--- src/design/cms_pkg.sv ---
package cms_pkg;

	typedef enum logic [1:0] {
		OP_UPDATE = 2'd0,
		OP_QUERY  = 2'd1,
		OP_DUMP   = 2'd2,
		OP_CLEAR  = 2'd3
	} op_t;

	typedef struct packed {
		op_t         op;
		logic [63:0] key;
	} req_t;

	typedef struct packed {
		logic [31:0] estimate;
		logic        tracked;
		logic        evicted_valid;
		logic [63:0] evicted_key;
		logic        entry_valid;
		logic [63:0] entry_key;
		logic [31:0] entry_count;
		logic        last;
	} rsp_t;

	typedef struct packed {
		logic rot;
		logic clr;
		logic wr;
	} list_ctl_t;

	localparam logic [63:0] SEED [8] = '{
		64'h9e3779b97f4a7c15, 64'h517cc1b727220a95,
		64'hbf58476d1ce4e5b9, 64'h94d049bb133111eb,
		64'h6c62272e07bb0142, 64'had9d7571e84e23c2,
		64'h5c4a4a3561d6f2ea, 64'h9b10f7b08e98c4fa
	};

	localparam logic [63:0] MIX1 = 64'hbf58476d1ce4e5b9;
	localparam logic [63:0] MIX2 = 64'h94d049bb133111eb;
	localparam logic [31:0] CNT_MAX = 32'hffffffff;
	localparam int MAX_RES = 16;

endpackage

--- src/design/cms_cell.sv ---
module cms_cell (
	input  logic                  clk,
	input  logic                  arst_n,
	input  cms_pkg::list_ctl_t    ctl,
	input  logic                  sel,
	input  logic [63:0]           nkey,
	input  logic [31:0]           ncnt,
	input  logic                  nvld,
	input  logic [63:0]           wkey,
	input  logic [31:0]           wcnt,
	output logic [63:0]           key,
	output logic [31:0]           cnt,
	output logic                  vld
);

	logic [63:0] key_q;
	logic [31:0] cnt_q;
	logic        vld_q;

	always_ff @(posedge clk or negedge arst_n) begin
		if (!arst_n) begin
			vld_q <= 1'b0;
		end else if (ctl.clr) begin
			vld_q <= 1'b0;
		end else if (ctl.rot) begin
			vld_q <= nvld;
		end else if (ctl.wr && sel) begin
			vld_q <= 1'b1;
		end
	end

	always_ff @(posedge clk) begin
		if (ctl.rot) begin
			key_q <= nkey;
			cnt_q <= ncnt;
		end else if (ctl.wr && sel) begin
			key_q <= wkey;
			cnt_q <= wcnt;
		end
	end

	assign key = key_q;
	assign cnt = cnt_q;
	assign vld = vld_q;

endmodule

--- src/design/cms_list.sv ---
module cms_list #(
	parameter int TOP_K = 16
) (
	input  logic                                  clk,
	input  logic                                  arst_n,
	input  cms_pkg::list_ctl_t                    ctl,
	input  logic [((TOP_K > 1) ? $clog2(TOP_K) : 1)-1:0] widx,
	input  logic [63:0]                           wkey,
	input  logic [31:0]                           wcnt,
	output logic [63:0]                           head_key,
	output logic [31:0]                           head_cnt,
	output logic                                  head_vld,
	output logic                                  next_vld
);

	localparam int SW = (TOP_K > 1) ? $clog2(TOP_K) : 1;

	logic [63:0] kk [TOP_K];
	logic [31:0] cc [TOP_K];
	logic        vv [TOP_K];

	// ring: each cell takes its right neighbor, slot 0 wraps to the tail
	for (genvar i = 0; i < TOP_K; i++) begin : g_cell
		cms_cell u_cell (
			.clk    (clk),
			.arst_n (arst_n),
			.ctl    (ctl),
			.sel    (widx == SW'(i)),
			.nkey   (kk[(i + 1) % TOP_K]),
			.ncnt   (cc[(i + 1) % TOP_K]),
			.nvld   (vv[(i + 1) % TOP_K]),
			.wkey   (wkey),
			.wcnt   (wcnt),
			.key    (kk[i]),
			.cnt    (cc[i]),
			.vld    (vv[i])
		);
	end

	assign head_key = kk[0];
	assign head_cnt = cc[0];
	assign head_vld = vv[0];

	if (TOP_K > 1) begin : g_nxt
		assign next_vld = vv[1];
	end else begin : g_one
		assign next_vld = 1'b0;
	end

endmodule

--- config.mk ---
export PLATFORM = sky130hd
export DESIGN_NAME = cms_list
export DESIGN_NICKNAME = d
export VERILOG_FILES = /design/src/design/cms_pkg.sv /design/src/design/cms_cell.sv /design/src/design/cms_list.sv
export SDC_FILE = /design/constraint.sdc
export NUM_CORES = 2
export LEC_CHECK = 0
export ABC_AREA = 1
export BUFFER_PORTS_ARGS = -buffer_cell sky130_fd_sc_hd__clkbuf_2
export CAP_MARGIN = 20
export CELL_PAD_IN_SITES_DETAIL_PLACEMENT = 1
export CELL_PAD_IN_SITES_GLOBAL_PLACEMENT = 2
export CORE_ASPECT_RATIO = 0.9
export CORE_MARGIN = 1
export CORE_UTILIZATION = 35
export CTS_BUF_LIST = sky130_fd_sc_hd__clkbuf_2
export CTS_CLUSTER_SIZE = 28
export DETAILED_ROUTE_END_ITERATION = 6
export PLACE_DENSITY = 0.72
export SLEW_MARGIN = 5
export SYNTH_ARGS = -nofsm -noshare
export SYNTH_HDL_FRONTEND = slang
export SYNTH_SLANG_ARGS = --single-unit
--- constraint.sdc ---
create_clock -name clk -period 1.5 [get_ports clk]
set_input_delay 0 -clock clk [delete_from_list [all_inputs] [get_ports clk]]
set_output_delay 0 -clock clk [all_outputs]
set_load 0.03 [all_outputs]
---- Word level (Yosys, flattened, before mapping) ----
Cells that the tools add are included.
operators by class
  equal/unequal tests ..................... 15
  multiplexer cells ....................... 112
  reductions and logical operators ........ 49
operators with widths
  cell                                                                    number
  64-bit 2-to-1 mux                                                       32
  32-bit 2-to-1 mux                                                       32
  1-bit 2-to-1 mux                                                        48
  3-bit nonzero test                                                      16
  4-bit equality test (second input constant)                             8
  2-bit nonzero test                                                      16
  4-bit by 3-bit equality test with 1-bit output (second input constant)  4
  1-bit logical AND                                                       16
  4-bit by 2-bit equality test with 1-bit output (second input constant)  2
  4-bit by 1-bit equality test with 1-bit output (second input constant)  1
  4-bit logical NOT                                                       1
storage, ports and cells
  bits in registers ....................... 1552
  bits of input ports ..................... 105
  logic and storage cells ................. 224

---- Longest topological paths before layout ----
  depth after elaboration ................. 5
  depth in mapped cells ................... 8
  depth with buffers taken out ............ 6

---- Hierarchy ----
A second synthesis with hierarchy kept.
unflattened totals
  cell total of the unflattened synthesis .. 6684
  area total of the unflattened synthesis .. 66849.1 um2
modules (own cells, without submodules)
  module    instances  cells each  area each (um2)
  cms_cell  16         416         4171.5
  cms_list  1          28          105.1

---- Least setup slack after synthesis ----
No wires, ideal clock.
  path kind ............................... in2reg
  start ................................... in ctl[2] (netlist name)
  end ..................................... reg g_cell[0].u_cell.cnt_q[0] (enable)
  library setup time ...................... 0.912 ns
  data arrival time ....................... 2.171 ns
  setup slack ............................. -1.584 ns
  stages on the path ...................... 5
  cells stage by stage .................... buf_4 inv_2 buf_2 buf_2 nand2_1
between the ends
  longest elaborated chain between the ends .. 1
RTL lines
  item                          line            text
  from (decl)                   cms_list.sv:6   input cms_pkg::list_ctl_t ctl,
  2-bit nonzero test (no line)  -
  to (signal assigned)          cms_cell.sv:35  cnt_q <= ncnt;
  to (signal assigned)          cms_cell.sv:38  cnt_q <= wcnt;
  to (decl)                     cms_cell.sv:17  logic [31:0] cnt_q;
No other way between the ends.
A chain may end at the register's enable or synchronous reset.

---- Worst setup path in the final report ----
  start ................................... reg g_cell[0].u_cell.key_q[44]
  end ..................................... out head_key[44]
RTL lines
  item                    line            text
  from (decl)             cms_cell.sv:16  logic [63:0] key_q;
  from (signal assigned)  cms_cell.sv:34  key_q <= nkey;
  from (signal assigned)  cms_cell.sv:37  key_q <= wkey;
  to (decl)               cms_list.sv:10  output logic [63:0] head_key,
No word-level cell between the ends.

==> qor.log <==
INFO  sta            achievable-frequency=403MHz
INFO  clocking       cts_buffer_depth=4
INFO  cells_and_area final_util=43.4%
INFO  sta            final-max-slew-violation-count=0
INFO  global_route   grt_remaining_overflow=0
INFO  critical_path  timing.setup.critical_path_class=register to output port
INFO  critical_path  worst-r2r-cell-count=4
INFO  global_route   first_global_vias=44900
INFO  status         failed_checks=negative setup slack
INFO  floorplan      dieArea=176000um2
INFO  critical_path  regToRegStartpoint=g_cell[0].u_cell.key[61]
INFO  pwr            worst_ir_drop_vdd=0.708mV
INFO  clocking       tritoncts_num_sinks=1552
INFO  global_route   first_pass_grt_wire_length=265000um
INFO  global_route   antenna_found_initial=8
INFO  clocking       post_cts_clock_slew_at_the_launch_and_capture_registers_of_the_worst_setup_and_hold_paths=140ps
INFO  clocking       tritoncts_clock_tree=built
INFO  job            maxCapViolations=0
INFO  pwr            pwr_cell_area=1220nW/um2
INFO  floorplan      die_x=442um
INFO  critical_path  worstPathRequired=1500ps
INFO  sta            layout_min_cycle_time=2480ps
INFO  sta            timing.final.crit_share=166%
INFO  cells_and_area areaGrowthSynthToFinish=22.6%
INFO  pwr            power_leakage=33.5nW
INFO  sta            grt_setup_unrepaired=yes
INFO  critical_path  cp_cell_sequence=buf_8
INFO  cells_and_area num-nets-final=6205
INFO  drt            dr_total_vias=41200
INFO  floorplan      core_area=172000um2
INFO  status         status=complete, but fails checks
INFO  critical_path  cp-end-kind=output port
INFO  floorplan      boundaryPins=203
INFO  place          place.gp.congestion=0.787
INFO  sta            timing.final.ws_setup=-983ps
INFO  critical_path  critical_path_arrival=2480ps
INFO  clocking       cts_root_buffer=sky130_fd_sc_hd__clkbuf_2
INFO  hold_path      worstHoldPathType=input pin to register
INFO  clocking       htree_levels=5
INFO  critical_path  path_max_fanout=2
INFO  yosys          synthesis.yosys.warnings=0
INFO  cells_and_area post-route-cell-area=74700um2
INFO  critical_path  worstSetupEndpoint=head_key[44]
INFO  critical_path  reg_to_reg_critical_path_endpoint=g_cell[15].u_cell.key[61]
INFO  cells_and_area layout-drive-gt1-share=19.4%
INFO  clocking       clk_lat_worst_skew=1790ps
INFO  drt            drc_errors=0
INFO  global_route   gr-usage-all-layers=19.6%
INFO  critical_path  launch_point_of_the_worst_path=g_cell[0].u_cell.key[44]
INFO  floorplan      die-height=398um
INFO  drt            wl_per_cell=20.1um
INFO  place          detailed_place.area=66000um2
INFO  sta            worst_slew_pin_slew=1150ps
INFO  yosys          number_of_synthesized_register_bits=1552
INFO  critical_path  critical-path-top-delay-family=flip-flops
INFO  yosys          avgSynthCellArea=11.8um2
INFO  sta            finalSetupViolCount=386
INFO  critical_path  cp_slowest_cell=sky130_fd_sc_hd__edfxtp_1
INFO  sta            final-hold-violation-count=0
INFO  place          numPortBuffers=202
INFO  critical_path  cpPeakStageDelay=530ps
INFO  clocking       cts_buffer_count=409
INFO  critical_path  critPathBufInv=1
INFO  floorplan      floorplan.initialDensity=35.4%
INFO  critical_path  setup.reg_to_reg.worst_slack=240ps
INFO  yosys          syn-num-nets=5278
INFO  sta            max-slew-margin-rel=23.6%
INFO  sta            tns=-99820ps
INFO  drt            drt-total-wl=174000um
INFO  floorplan      rows=144
INFO  yosys          synth.yosys.seq_area_share=76.4%
INFO  yosys          synthCells=5173
INFO  critical_path  cp-start-kind=register
INFO  drt            detail_routed_via_count_per_cell=4.77
INFO  critical_path  worst-path-stages=1
INFO  drt            detail_route.first_pass.iterations=5
INFO  yosys          synthesized_area=60900um2
INFO  pwr            p_total=0.0914W
INFO  global_route   pin_count_of_the_biggest_net_entering_global_routing=128
INFO  place          dpl.hpwl=101000um
INFO  yosys          synth.distinct_cells=16
INFO  sta            post_route_clock_skew=136ps
INFO  drt            detail-route-antenna-nets=0
INFO  drt            drt_iter0_drc=2921
[cell families after synthesis]
family / count (synthesis) / synth area share (%)
DFF: 1552 / 76.4
buffers and inverters: 326 / 2.79
and+or+nand+nor: 3293 / 20.8
AOI/OAI and AO/OA: 2 / 0.0247
[metal layers]
layer	share of wire (%)	global-route usage [%]
met3	4.0	3.37
met4	2.4	6.58
met5	0	0
met2	51	34.3
met1	43	24.4
[area by class of cell]
class / count / area (um2)
Clock inverter: 89 / 488
Tap cell: 2263 / 2830
Sequential cell: 1552 / 46500
Multi-Input combinational cell: 3296 / 12900
Timing Repair Buffer: 832 / 8850
Fill cell: 18700 / 97200
Inverter: 9 / 41.3
Antenna cell: 13 / 32.5
Clock buffer: 590 / 2950
[how the worst min path moves through the flow]
stage | start | to | slack, ps | cells past startpoint
floorplan | arst_n | g_cell[0].u_cell.vld | -300 | 0
CTS | wkey[41] | g_cell[0].u_cell.key[41] | 70 | 7
detailed placement | arst_n | g_cell[0].u_cell.vld | -20 | 1
global route | ctl[2] | g_cell[3].u_cell.key[32] | 150 | 7
global placement | arst_n | g_cell[0].u_cell.vld | -20 | 1
finish | wcnt[11] | g_cell[0].u_cell.cnt[11] | 330 | 7
[synthesized netlist by cell type (all sizes together)]
master	number	area, um2
buf	254	1430
clkbuf	63	236
dfrtp	16	400
edfxtp	1536	46100
inv	9	33.8
nand2	3225	12400
nand3	30	150
nor2	38	143
o21bai	2	15.0
[metrics by stage]
step / hold WS [ps] / cells / setup slack [ps]
after floorplan: -296 / 5173 / -209
after global placement: -18.4 / 7527 / -44.6
after detailed placement: -19.1 / 7527 / -48.1
after CTS: 72.9 / 8581 / -1250
after global routing: 149 / 8643 / -1240
final: 331 / 8644 / -983
[power breakdown]
group	internal [W]	switching, W	total, W
Clock	0.0112	0.0178	0.0290
Sequential	0.0519	0.00127	0.0531
Combinational	0.00345	0.00580	0.00925
[flip-flops by register name, indices dropped and copies added, names as in the netlist]
| name | cells |
|---|---|
| g_cell.u_cell.key | 1024 |
| g_cell.u_cell.cnt | 512 |
| g_cell.u_cell.vld | 16 |
[cell usage in the layout, fill, tap and decap left out, drive strengths merged]
cell	synthesis	layout
inv	9	15
diode	0	13
bufinv	0	5
dfrtp	16	16
dlygate4sd3	0	321
edfxtp	1536	1536
clkinv	0	78
nand3	30	30
o21bai	2	2
buf	254	398
nand2	3225	3226
nor2	38	38
clkbuf	63	703
[timing repair]
action	CTS	global route
setup endpoints to repair	98	907
endpoints found under the hold margin	3104	1775
hold buffers	323	35
buffers inserted	52	44
gates resized for setup	197	102
gates cloned	0	7
pin swaps	0	2
Power figures use the tool's default switching activity.
