### src/design/cms_pkg.sv
package cms_pkg;

	typedef enum logic [1:0] {
		OP_UPDATE = 2'd0,
		OP_QUERY  = 2'd1,
		OP_DUMP   = 2'd2,
		OP_CLEAR  = 2'd3
	} op_t;

	typedef struct packed {
		op_t         op;
		logic [63:0] key;
	} req_t;

	typedef struct packed {
		logic [31:0] estimate;
		logic        tracked;
		logic        evicted_valid;
		logic [63:0] evicted_key;
		logic        entry_valid;
		logic [63:0] entry_key;
		logic [31:0] entry_count;
		logic        last;
	} rsp_t;

	typedef struct packed {
		logic rot;
		logic clr;
		logic wr;
	} list_ctl_t;

	localparam logic [63:0] SEED [8] = '{
		64'h9e3779b97f4a7c15, 64'h517cc1b727220a95,
		64'hbf58476d1ce4e5b9, 64'h94d049bb133111eb,
		64'h6c62272e07bb0142, 64'had9d7571e84e23c2,
		64'h5c4a4a3561d6f2ea, 64'h9b10f7b08e98c4fa
	};

	localparam logic [63:0] MIX1 = 64'hbf58476d1ce4e5b9;
	localparam logic [63:0] MIX2 = 64'h94d049bb133111eb;
	localparam logic [31:0] CNT_MAX = 32'hffffffff;
	localparam int MAX_RES = 16;

endpackage

### src/design/cms_hash.sv
module cms_hash #(
	parameter int WIDTH = 1024
) (
	input  logic                                  clk,
	input  logic                                  arst_n,
	input  logic                                  start,
	input  logic [63:0]                           key,
	input  logic [2:0]                            row,
	output logic                                  done,
	output logic [((WIDTH > 1) ? $clog2(WIDTH) : 1)-1:0] idx
);

	localparam int IW = (WIDTH > 1) ? $clog2(WIDTH) : 1;
	localparam logic [17:0] WV = 18'(WIDTH);

	typedef enum logic [2:0] {
		H_IDLE = 3'b001,
		H_MUL  = 3'b010,
		H_MOD  = 3'b100
	} hst_t;

	hst_t        st_q;
	logic [63:0] x_q;
	logic [63:0] acc_q;
	logic [63:0] prod_q;
	logic [1:0]  mc_q;
	logic        pass_q;
	logic [16:0] rem_q;
	logic [2:0]  bc_q;
	logic        done_q;

	logic [63:0] c;
	logic [31:0] ma;
	logic [31:0] mb;
	logic [63:0] mres;
	logic [63:0] h0;
	logic [17:0] t;
	logic [16:0] rem_n;

	assign c    = pass_q ? cms_pkg::MIX2 : cms_pkg::MIX1;
	assign ma   = (mc_q == 2'd2) ? x_q[63:32] : x_q[31:0];
	assign mb   = (mc_q == 2'd1) ? c[63:32] : c[31:0];
	assign mres = acc_q + {prod_q[31:0], 32'd0};
	assign h0   = key ^ cms_pkg::SEED[row];

	// eight remainder steps, msb first
	always_comb begin
		t = {1'b0, rem_q};
		for (int i = 0; i < 8; i++) begin
			t = {t[16:0], x_q[63-i]};
			if (t >= WV) begin
				t = t - WV;
			end
		end
		rem_n = t[16:0];
	end

	always_ff @(posedge clk or negedge arst_n) begin
		if (!arst_n) begin
			st_q   <= H_IDLE;
			mc_q   <= 2'd0;
			pass_q <= 1'b0;
			bc_q   <= 3'd0;
			done_q <= 1'b0;
		end else begin
			done_q <= 1'b0;
			unique case (st_q)
				H_IDLE: begin
					if (start) begin
						st_q   <= H_MUL;
						mc_q   <= 2'd0;
						pass_q <= 1'b0;
					end
				end
				H_MUL: begin
					mc_q <= mc_q + 2'd1;
					if (mc_q == 2'd3) begin
						if (pass_q) begin
							st_q <= H_MOD;
							bc_q <= 3'd0;
						end
						pass_q <= 1'b1;
					end
				end
				H_MOD: begin
					bc_q <= bc_q + 3'd1;
					if (bc_q == 3'd7) begin
						st_q   <= H_IDLE;
						done_q <= 1'b1;
					end
				end
				default: st_q <= H_IDLE;
			endcase
		end
	end

	always_ff @(posedge clk) begin
		prod_q <= ma * mb;
		case (st_q)
			H_IDLE: begin
				x_q   <= (h0 >> 30) ^ h0;
				rem_q <= '0;
			end
			H_MUL: begin
				case (mc_q)
					2'd1: acc_q <= prod_q;
					2'd2: acc_q[63:32] <= acc_q[63:32] + prod_q[31:0];
					2'd3: x_q <= pass_q ? ((mres >> 31) ^ mres) : ((mres >> 27) ^ mres);
					default: acc_q <= acc_q;
				endcase
			end
			H_MOD: begin
				rem_q <= rem_n;
				x_q   <= {x_q[55:0], 8'd0};
			end
			default: x_q <= x_q;
		endcase
	end

	assign done = done_q;
	assign idx  = rem_q[IW-1:0];

endmodule

### config.mk
export PLATFORM = sky130hd
export DESIGN_NAME = cms_hash
export DESIGN_NICKNAME = d
export VERILOG_FILES = /design/src/design/cms_pkg.sv /design/src/design/cms_hash.sv
export SDC_FILE = /design/constraint.sdc
export NUM_CORES = 2
export LEC_CHECK = 0
export ABC_AREA = 1
export BUFFER_PORTS_ARGS = -buffer_cell sky130_fd_sc_hd__buf_2
export CAP_MARGIN = 40
export CORE_ASPECT_RATIO = 0.7
export CORE_MARGIN = 2
export CORE_UTILIZATION = 65
export CTS_CLUSTER_SIZE = 40
export DETAILED_ROUTE_END_ITERATION = 6
export PLACE_DENSITY = 0.82
export SETUP_SLACK_MARGIN = 0.4
export SYNTH_ARGS = -nofsm -noshare
export SYNTH_HDL_FRONTEND = slang
export SYNTH_SLANG_ARGS = --single-unit
### constraint.sdc
create_clock -name clk -period 11.77 [get_ports clk]
set_clock_uncertainty 0.1 [all_clocks]
set_input_delay 0.5885 -clock clk [delete_from_list [all_inputs] [get_ports clk]]
set_output_delay 0.5885 -clock clk [all_outputs]
set_load 0.02 [all_outputs]
======== Word level (Yosys, flattened, before mapping) ========
Memory sizes are Yosys's and may differ from the RTL's.
Index checks and enable logic that the tools add are counted.
cells by class
  mux-type cells .......................... 33
  reduce and logical (&&, ||, !) cells .... 12
  order comparisons ....................... 9
  add/sub/neg operators ................... 12
  equal/unequal tests ..................... 11
  bitwise logic cells ..................... 5
  $mul .................................... 1
operator list
  kind                                                                                   number
  64-bit two-way mux                                                                     4
  64-bit one-hot mux with 3 select lines                                                 1
  18-bit by 11-bit greater-or-equal comparator with 1-bit output, second input constant  8
  17-bit two-way mux                                                                     8
  17-bit by 11-bit subtractor with 17-bit output, second input constant                  8
  64-bit adder                                                                           1
  32-bit by 32-bit multiplier with 64-bit output                                         1
  32-bit two-way mux                                                                     2
  32-bit one-hot mux with 2 select lines                                                 1
  33-bit by 64-bit bitwise XOR with 64-bit output                                        1
  34-bit by 64-bit bitwise XOR with 64-bit output                                        1
  37-bit by 64-bit bitwise XOR with 64-bit output                                        1
  64-bit bitwise XOR                                                                     1
  62-bit two-way mux                                                                     1
  17-bit one-hot mux with 2 select lines                                                 1
  32-bit adder                                                                           1
  3-bit two-way mux                                                                      6
  3-bit one-hot mux with 3 select lines                                                  1
  2-bit inequality test, second input constant                                           4
  2-bit AND reduction                                                                    4
  2-bit nonzero test                                                                     4
  3-bit equality test, second input constant                                             2
  3-bit one-hot mux with 2 select lines                                                  1
  3-bit AND reduction                                                                    2
  14 further kinds                                                                       18
storage, ports and cells
  input port bits ......................... 70
  register bits ........................... 219
  output and inout bits ................... 11
  bits in read-only memories .............. 512
  logic and storage cells ................. 94
  memories kept ........................... 1
memory list
  memory           depth  width  read ports  clocked after Yosys merged registers in  write ports  RTL line        source
  (no name shown)  8      64     1           0                                        0            cms_hash.sv:44  assign h0 = key ^ cms_pkg::SEED[row];

======== Depth between registers and ports, before layout ========
  depth after elaboration ................. 17
  gate-level depth with buffers ........... 38
  depth with buffers taken out ............ 38

======== Worst setup path after synthesis ========
No wires, ideal clock.
  path kind ............................... register to register
  start point ............................. register mc_q[0]
  end point ............................... register prod_q[46]
  path buffers ............................ 3
  stages on the path, launching flop included .. 34
  path slack .............................. 4.242 ns
  data required time ...................... 11.558 ns
  data arrival time ....................... 7.316 ns
  clock period less this slack ............ 7.528 ns
  cells stage by stage .................... dfrtp_1 inv_1 ha_1 buf_4 buf_6 buf_6 o21ai_2 inv_1 nor2_1 inv_1 fa_1 inv_1 fa_1 inv_1 fa_1 fa_1 inv_1 fa_1 inv_1 fa_1 inv_1 fa_1 fa_1 ha_1 a21oi_1 o21ai_0 a21oi_1 nand3_2 nand2_2 nand2_2 a21oi_1 inv_1 nand2_1 nand2_1
between the ends
  word-level cells in the longest chain between the ends .. 3
  elaborated cells on any way between the ends .. 5
RTL lines
  what                                                                                   RTL line                        source
  from (decl)                                                                            cms_hash.sv:26                  logic [1:0] mc_q;
  from (signal assigned)                                                                 cms_hash.sv:76                  mc_q <= mc_q + 2'd1;
  2-bit equality test or 2-bit by 1-bit equality test with 1-bit output (tied branches)  cms_hash.sv:41, cms_hash.sv:42
  32-bit two-way mux, on equally long branches                                           cms_hash.sv:41, cms_hash.sv:42
  32-bit by 32-bit multiplier with 64-bit output (*)                                     cms_hash.sv:98                  prod_q <= ma * mb;
  to (signal assigned)                                                                   cms_hash.sv:98
  to (decl)                                                                              cms_hash.sv:25                  logic [63:0] prod_q;
Every way passes the cells marked *; elsewhere a longest branch is shown, timed or not.
A chain may end at the register's enable or synchronous reset.

======== Worst setup path in the final report ========
  start point ............................. register mc_q[1]
  end point ............................... register prod_q[36]
The elaborated chain is that of the path after synthesis.

==> metrics.csv <==
metric,value,unit
outcome,"complete, but fails checks",
failing checks,design-rule violations,
mapped cell area,42900,sq um
first-pass GRT wire length,233000,um
Die Width,311,um
share of layout cells above drive strength 1,5.73,%
Cells after Synth,5108,
DIE AREA,68200,sq um
Critical Path Source Type,register,
Initial Util,66.0,%
prevailing post-synth register cell,edfxtp_1,
setup bufs post-CTS,0,
Clock Pin Slew Worst Setup and Hold Paths,70,ps
CTS resizes,0,
Worst setup EP type,register,
clock latency on the worst-skew pair,550,ps
vias in the first global route,35900,
Longest Clk Path Bufs,3,
I/O Buffers,80,
register area share after synthesis,13.2,%
vias per inst,5.98,
Async SR Flop Fraction,4.72,%
Vias,36200,
GRT Resource Usage Total,47.6,%
core area,65100,sq um
synthesized area per cell,8.41,sq um
DR WL/cell,26.3,um
HP Class,in -> reg,
routability-driven placement congestion ratio,1.09,
number of antenna violations at the first check in global routing,13,
First-pass DRT Iterations,7,
DRC Markers,61,
Final Non-Filler Cells,6046,
Final HPWL DP,137000,um
Final min period,10220,ps
CP arrival,10590,ps
Max-slew headroom,32.0,%
syn nets,6381,
Die Y,219,um
Max Cap Viol,0,
CP dominant cell by count,fa_1,
H-tree depth,1,
post-synth cell types,58,
setup tns final,0,ps
CTS tree,built,
number of CTS-inserted buffers,21,
critical path class,reg -> reg,
Final ANT Viol Nets,0,
post-layout utilization of the core,69.3,%
Tightest Pin Transition,1010,ps
Routed WL,159000,um
IO Pins,81,
DRT iter0 DRCs,5495,
area post-placement,44400,sq um
R2R Setup Slk,1550,ps
fmax,97.9,MHz
root buffer cell,clkbuf_16,
"slowest stage delay, CP",710,ps
setup violators final,0,
Critical Path RT,12140,ps
Post-synth EDFFs,138,
placed cells,6000,
YS warnings,0,
Final Hold Violating Endpoints,0,
slowest CP cell,nor2_1,
# hold bufs at CTS,1,
crit-path max FO,38,
synth-to-layout area growth,5.04,%
post-synthesis register bit count,212,
fin nets,6420,
post-route cell area,45100,sq um
fillers,5220,
CTS sink cnt,212,
Overflow after GRT,0,
largest net degree at the start of global routing,66,
RSZ-0062 raised after global routing,no,
# rows,78,
final slew viol count,0,
period utilization,86.8,%
[cell families (layout without fill, tap and decap cells)]
logic type	after synthesis	in the layout	synth area share [%]
AOI/OAI and AO/OA	426	426	5.80
xor gates and xnor gates	162	162	3.37
other	0	4	0
adders and majority gates	1203	1203	49.0
and+or+nand+nor	1594	1594	15.1
buffers and inverters	1511	1565	13.4
DFF	212	212	13.2
[worst max-delay path, delay by kind of cell (launching register included)]
family | cells | cell delay, ps
adders and majority gates | 10 | 4660
buffers and inverters | 10 | 1820
DFF | 1 | 410
and+or+nand+nor | 3 | 1790
xor gates and xnor gates | 1 | 170
AOI/OAI and AO/OA | 4 | 1140
[final cells by class]
class                      instances  area [sq um]  area share, %
clock inverter                    11           118          0.261
multi-input combinational       3385         31500           69.9
inverter                        1388          5210           11.6
antenna                            4          10.0         0.0222
timing repair buffer             139           896           1.99
clock buffer                      27           569           1.26
tap                              880          1100           2.44
sequential                       212          5680           12.6
[stage by stage]
stage	hold WS [ps]	worst slack (ps)
2_1_floorplan	193	4240
5_1_grt	311	1440
4_1_cts	274	2030
6_report	267	1550
3_3_place_gp	338	1920
3_5_place_dp	342	2050
[registers in the layout (all words and copies together), names as in the netlist]
register,flops
bc_q,3
prod_q,64
done,1
x_q,64
acc_q,64
st_q,3
pass_q,1
mc_q,2
rem_q,10
[final timing paths]
check | startpoint | endpoint | cells after the start
max | mc_q[1] | prod_q[36] | 28
min | start | st_q[0] | 4
max reg2reg | mc_q[1] | prod_q[36] | 28
min reg2reg | prod_q[30] | acc_q[30] | 0
max in group asynchronous | arst_n | st_q[0] | 2
min in group asynchronous | arst_n | st_q[1] | 2
[cells in the mapped netlist, types with 3 or more instances]
library cell	instances	share of area [%]
nor2_2	15	0.22
nand2_1	874	7.6
xnor2_1	46	0.94
nand4_1	19	0.28
a31oi_1	12	0.17
inv_1	1358	12
dfrtp_1	9	0.52
inv_2	27	0.24
nand2_2	21	0.31
a21o_1	7	0.12
o21ai_1	18	0.21
a21boi_0	3	0.052
nor3_2	5	0.12
clkinv_1	3	0.026
o22ai_1	5	0.073
nor3_1	15	0.17
o21bai_1	27	0.47
o21ai_0	160	1.9
or2_1	3	0.044
clkbuf_1	68	0.59
and2_1	4	0.058
nor2_1	472	4.1
o21ai_2	17	0.35
buf_4	6	0.10
a211oi_1	4	0.070
nand3_1	139	1.6
edfxtp_1	138	9.7
fa_1	799	37
ha_1	404	12
buf_2	36	0.42
buf_1	9	0.079
nand3_2	11	0.26
a22oi_1	3	0.052
or2_2	7	0.10
buf_6	4	0.10
o21a_1	4	0.070
dfxtp_1	64	3.0
xor2_1	112	2.3
o211ai_2	3	0.087
o221ai_1	14	0.29
o211ai_1	12	0.21
a22o_1	4	0.082
a21oi_1	126	1.5
[cells in the final DEF (no fill, tap or decap), drive strengths merged, types with 5 or more instances in the layout]
cell,n
dfxtp,64
a21o,7
a21oi,128
buf,137
or2,11
nor2,489
o211ai,15
o221ai,14
inv,1387
o21ai,196
clkbuf,28
fa,799
dfrtp,9
nor3,20
a31oi,12
o22ai,5
nand4,19
xnor2,48
edfxtp,138
xor2,114
ha,404
o21bai,27
nand2,895
nand3,150
clkinv,9
[layer usage]
layer | routed length [um] | vias up | track usage, %
met4 | 6030 | 22 | 13.3
met3 | 29800 | 462 | 23.9
met1 | 62600 | 17400 | 69.1
li1 | - | 15300 | -
met5 | 544 | - | 4.19
met2 | 59800 | 2972 | 61.5
Power is not shown: default switching activity piles up to over one toggle a cycle in this logic, so the estimate is an artifact.
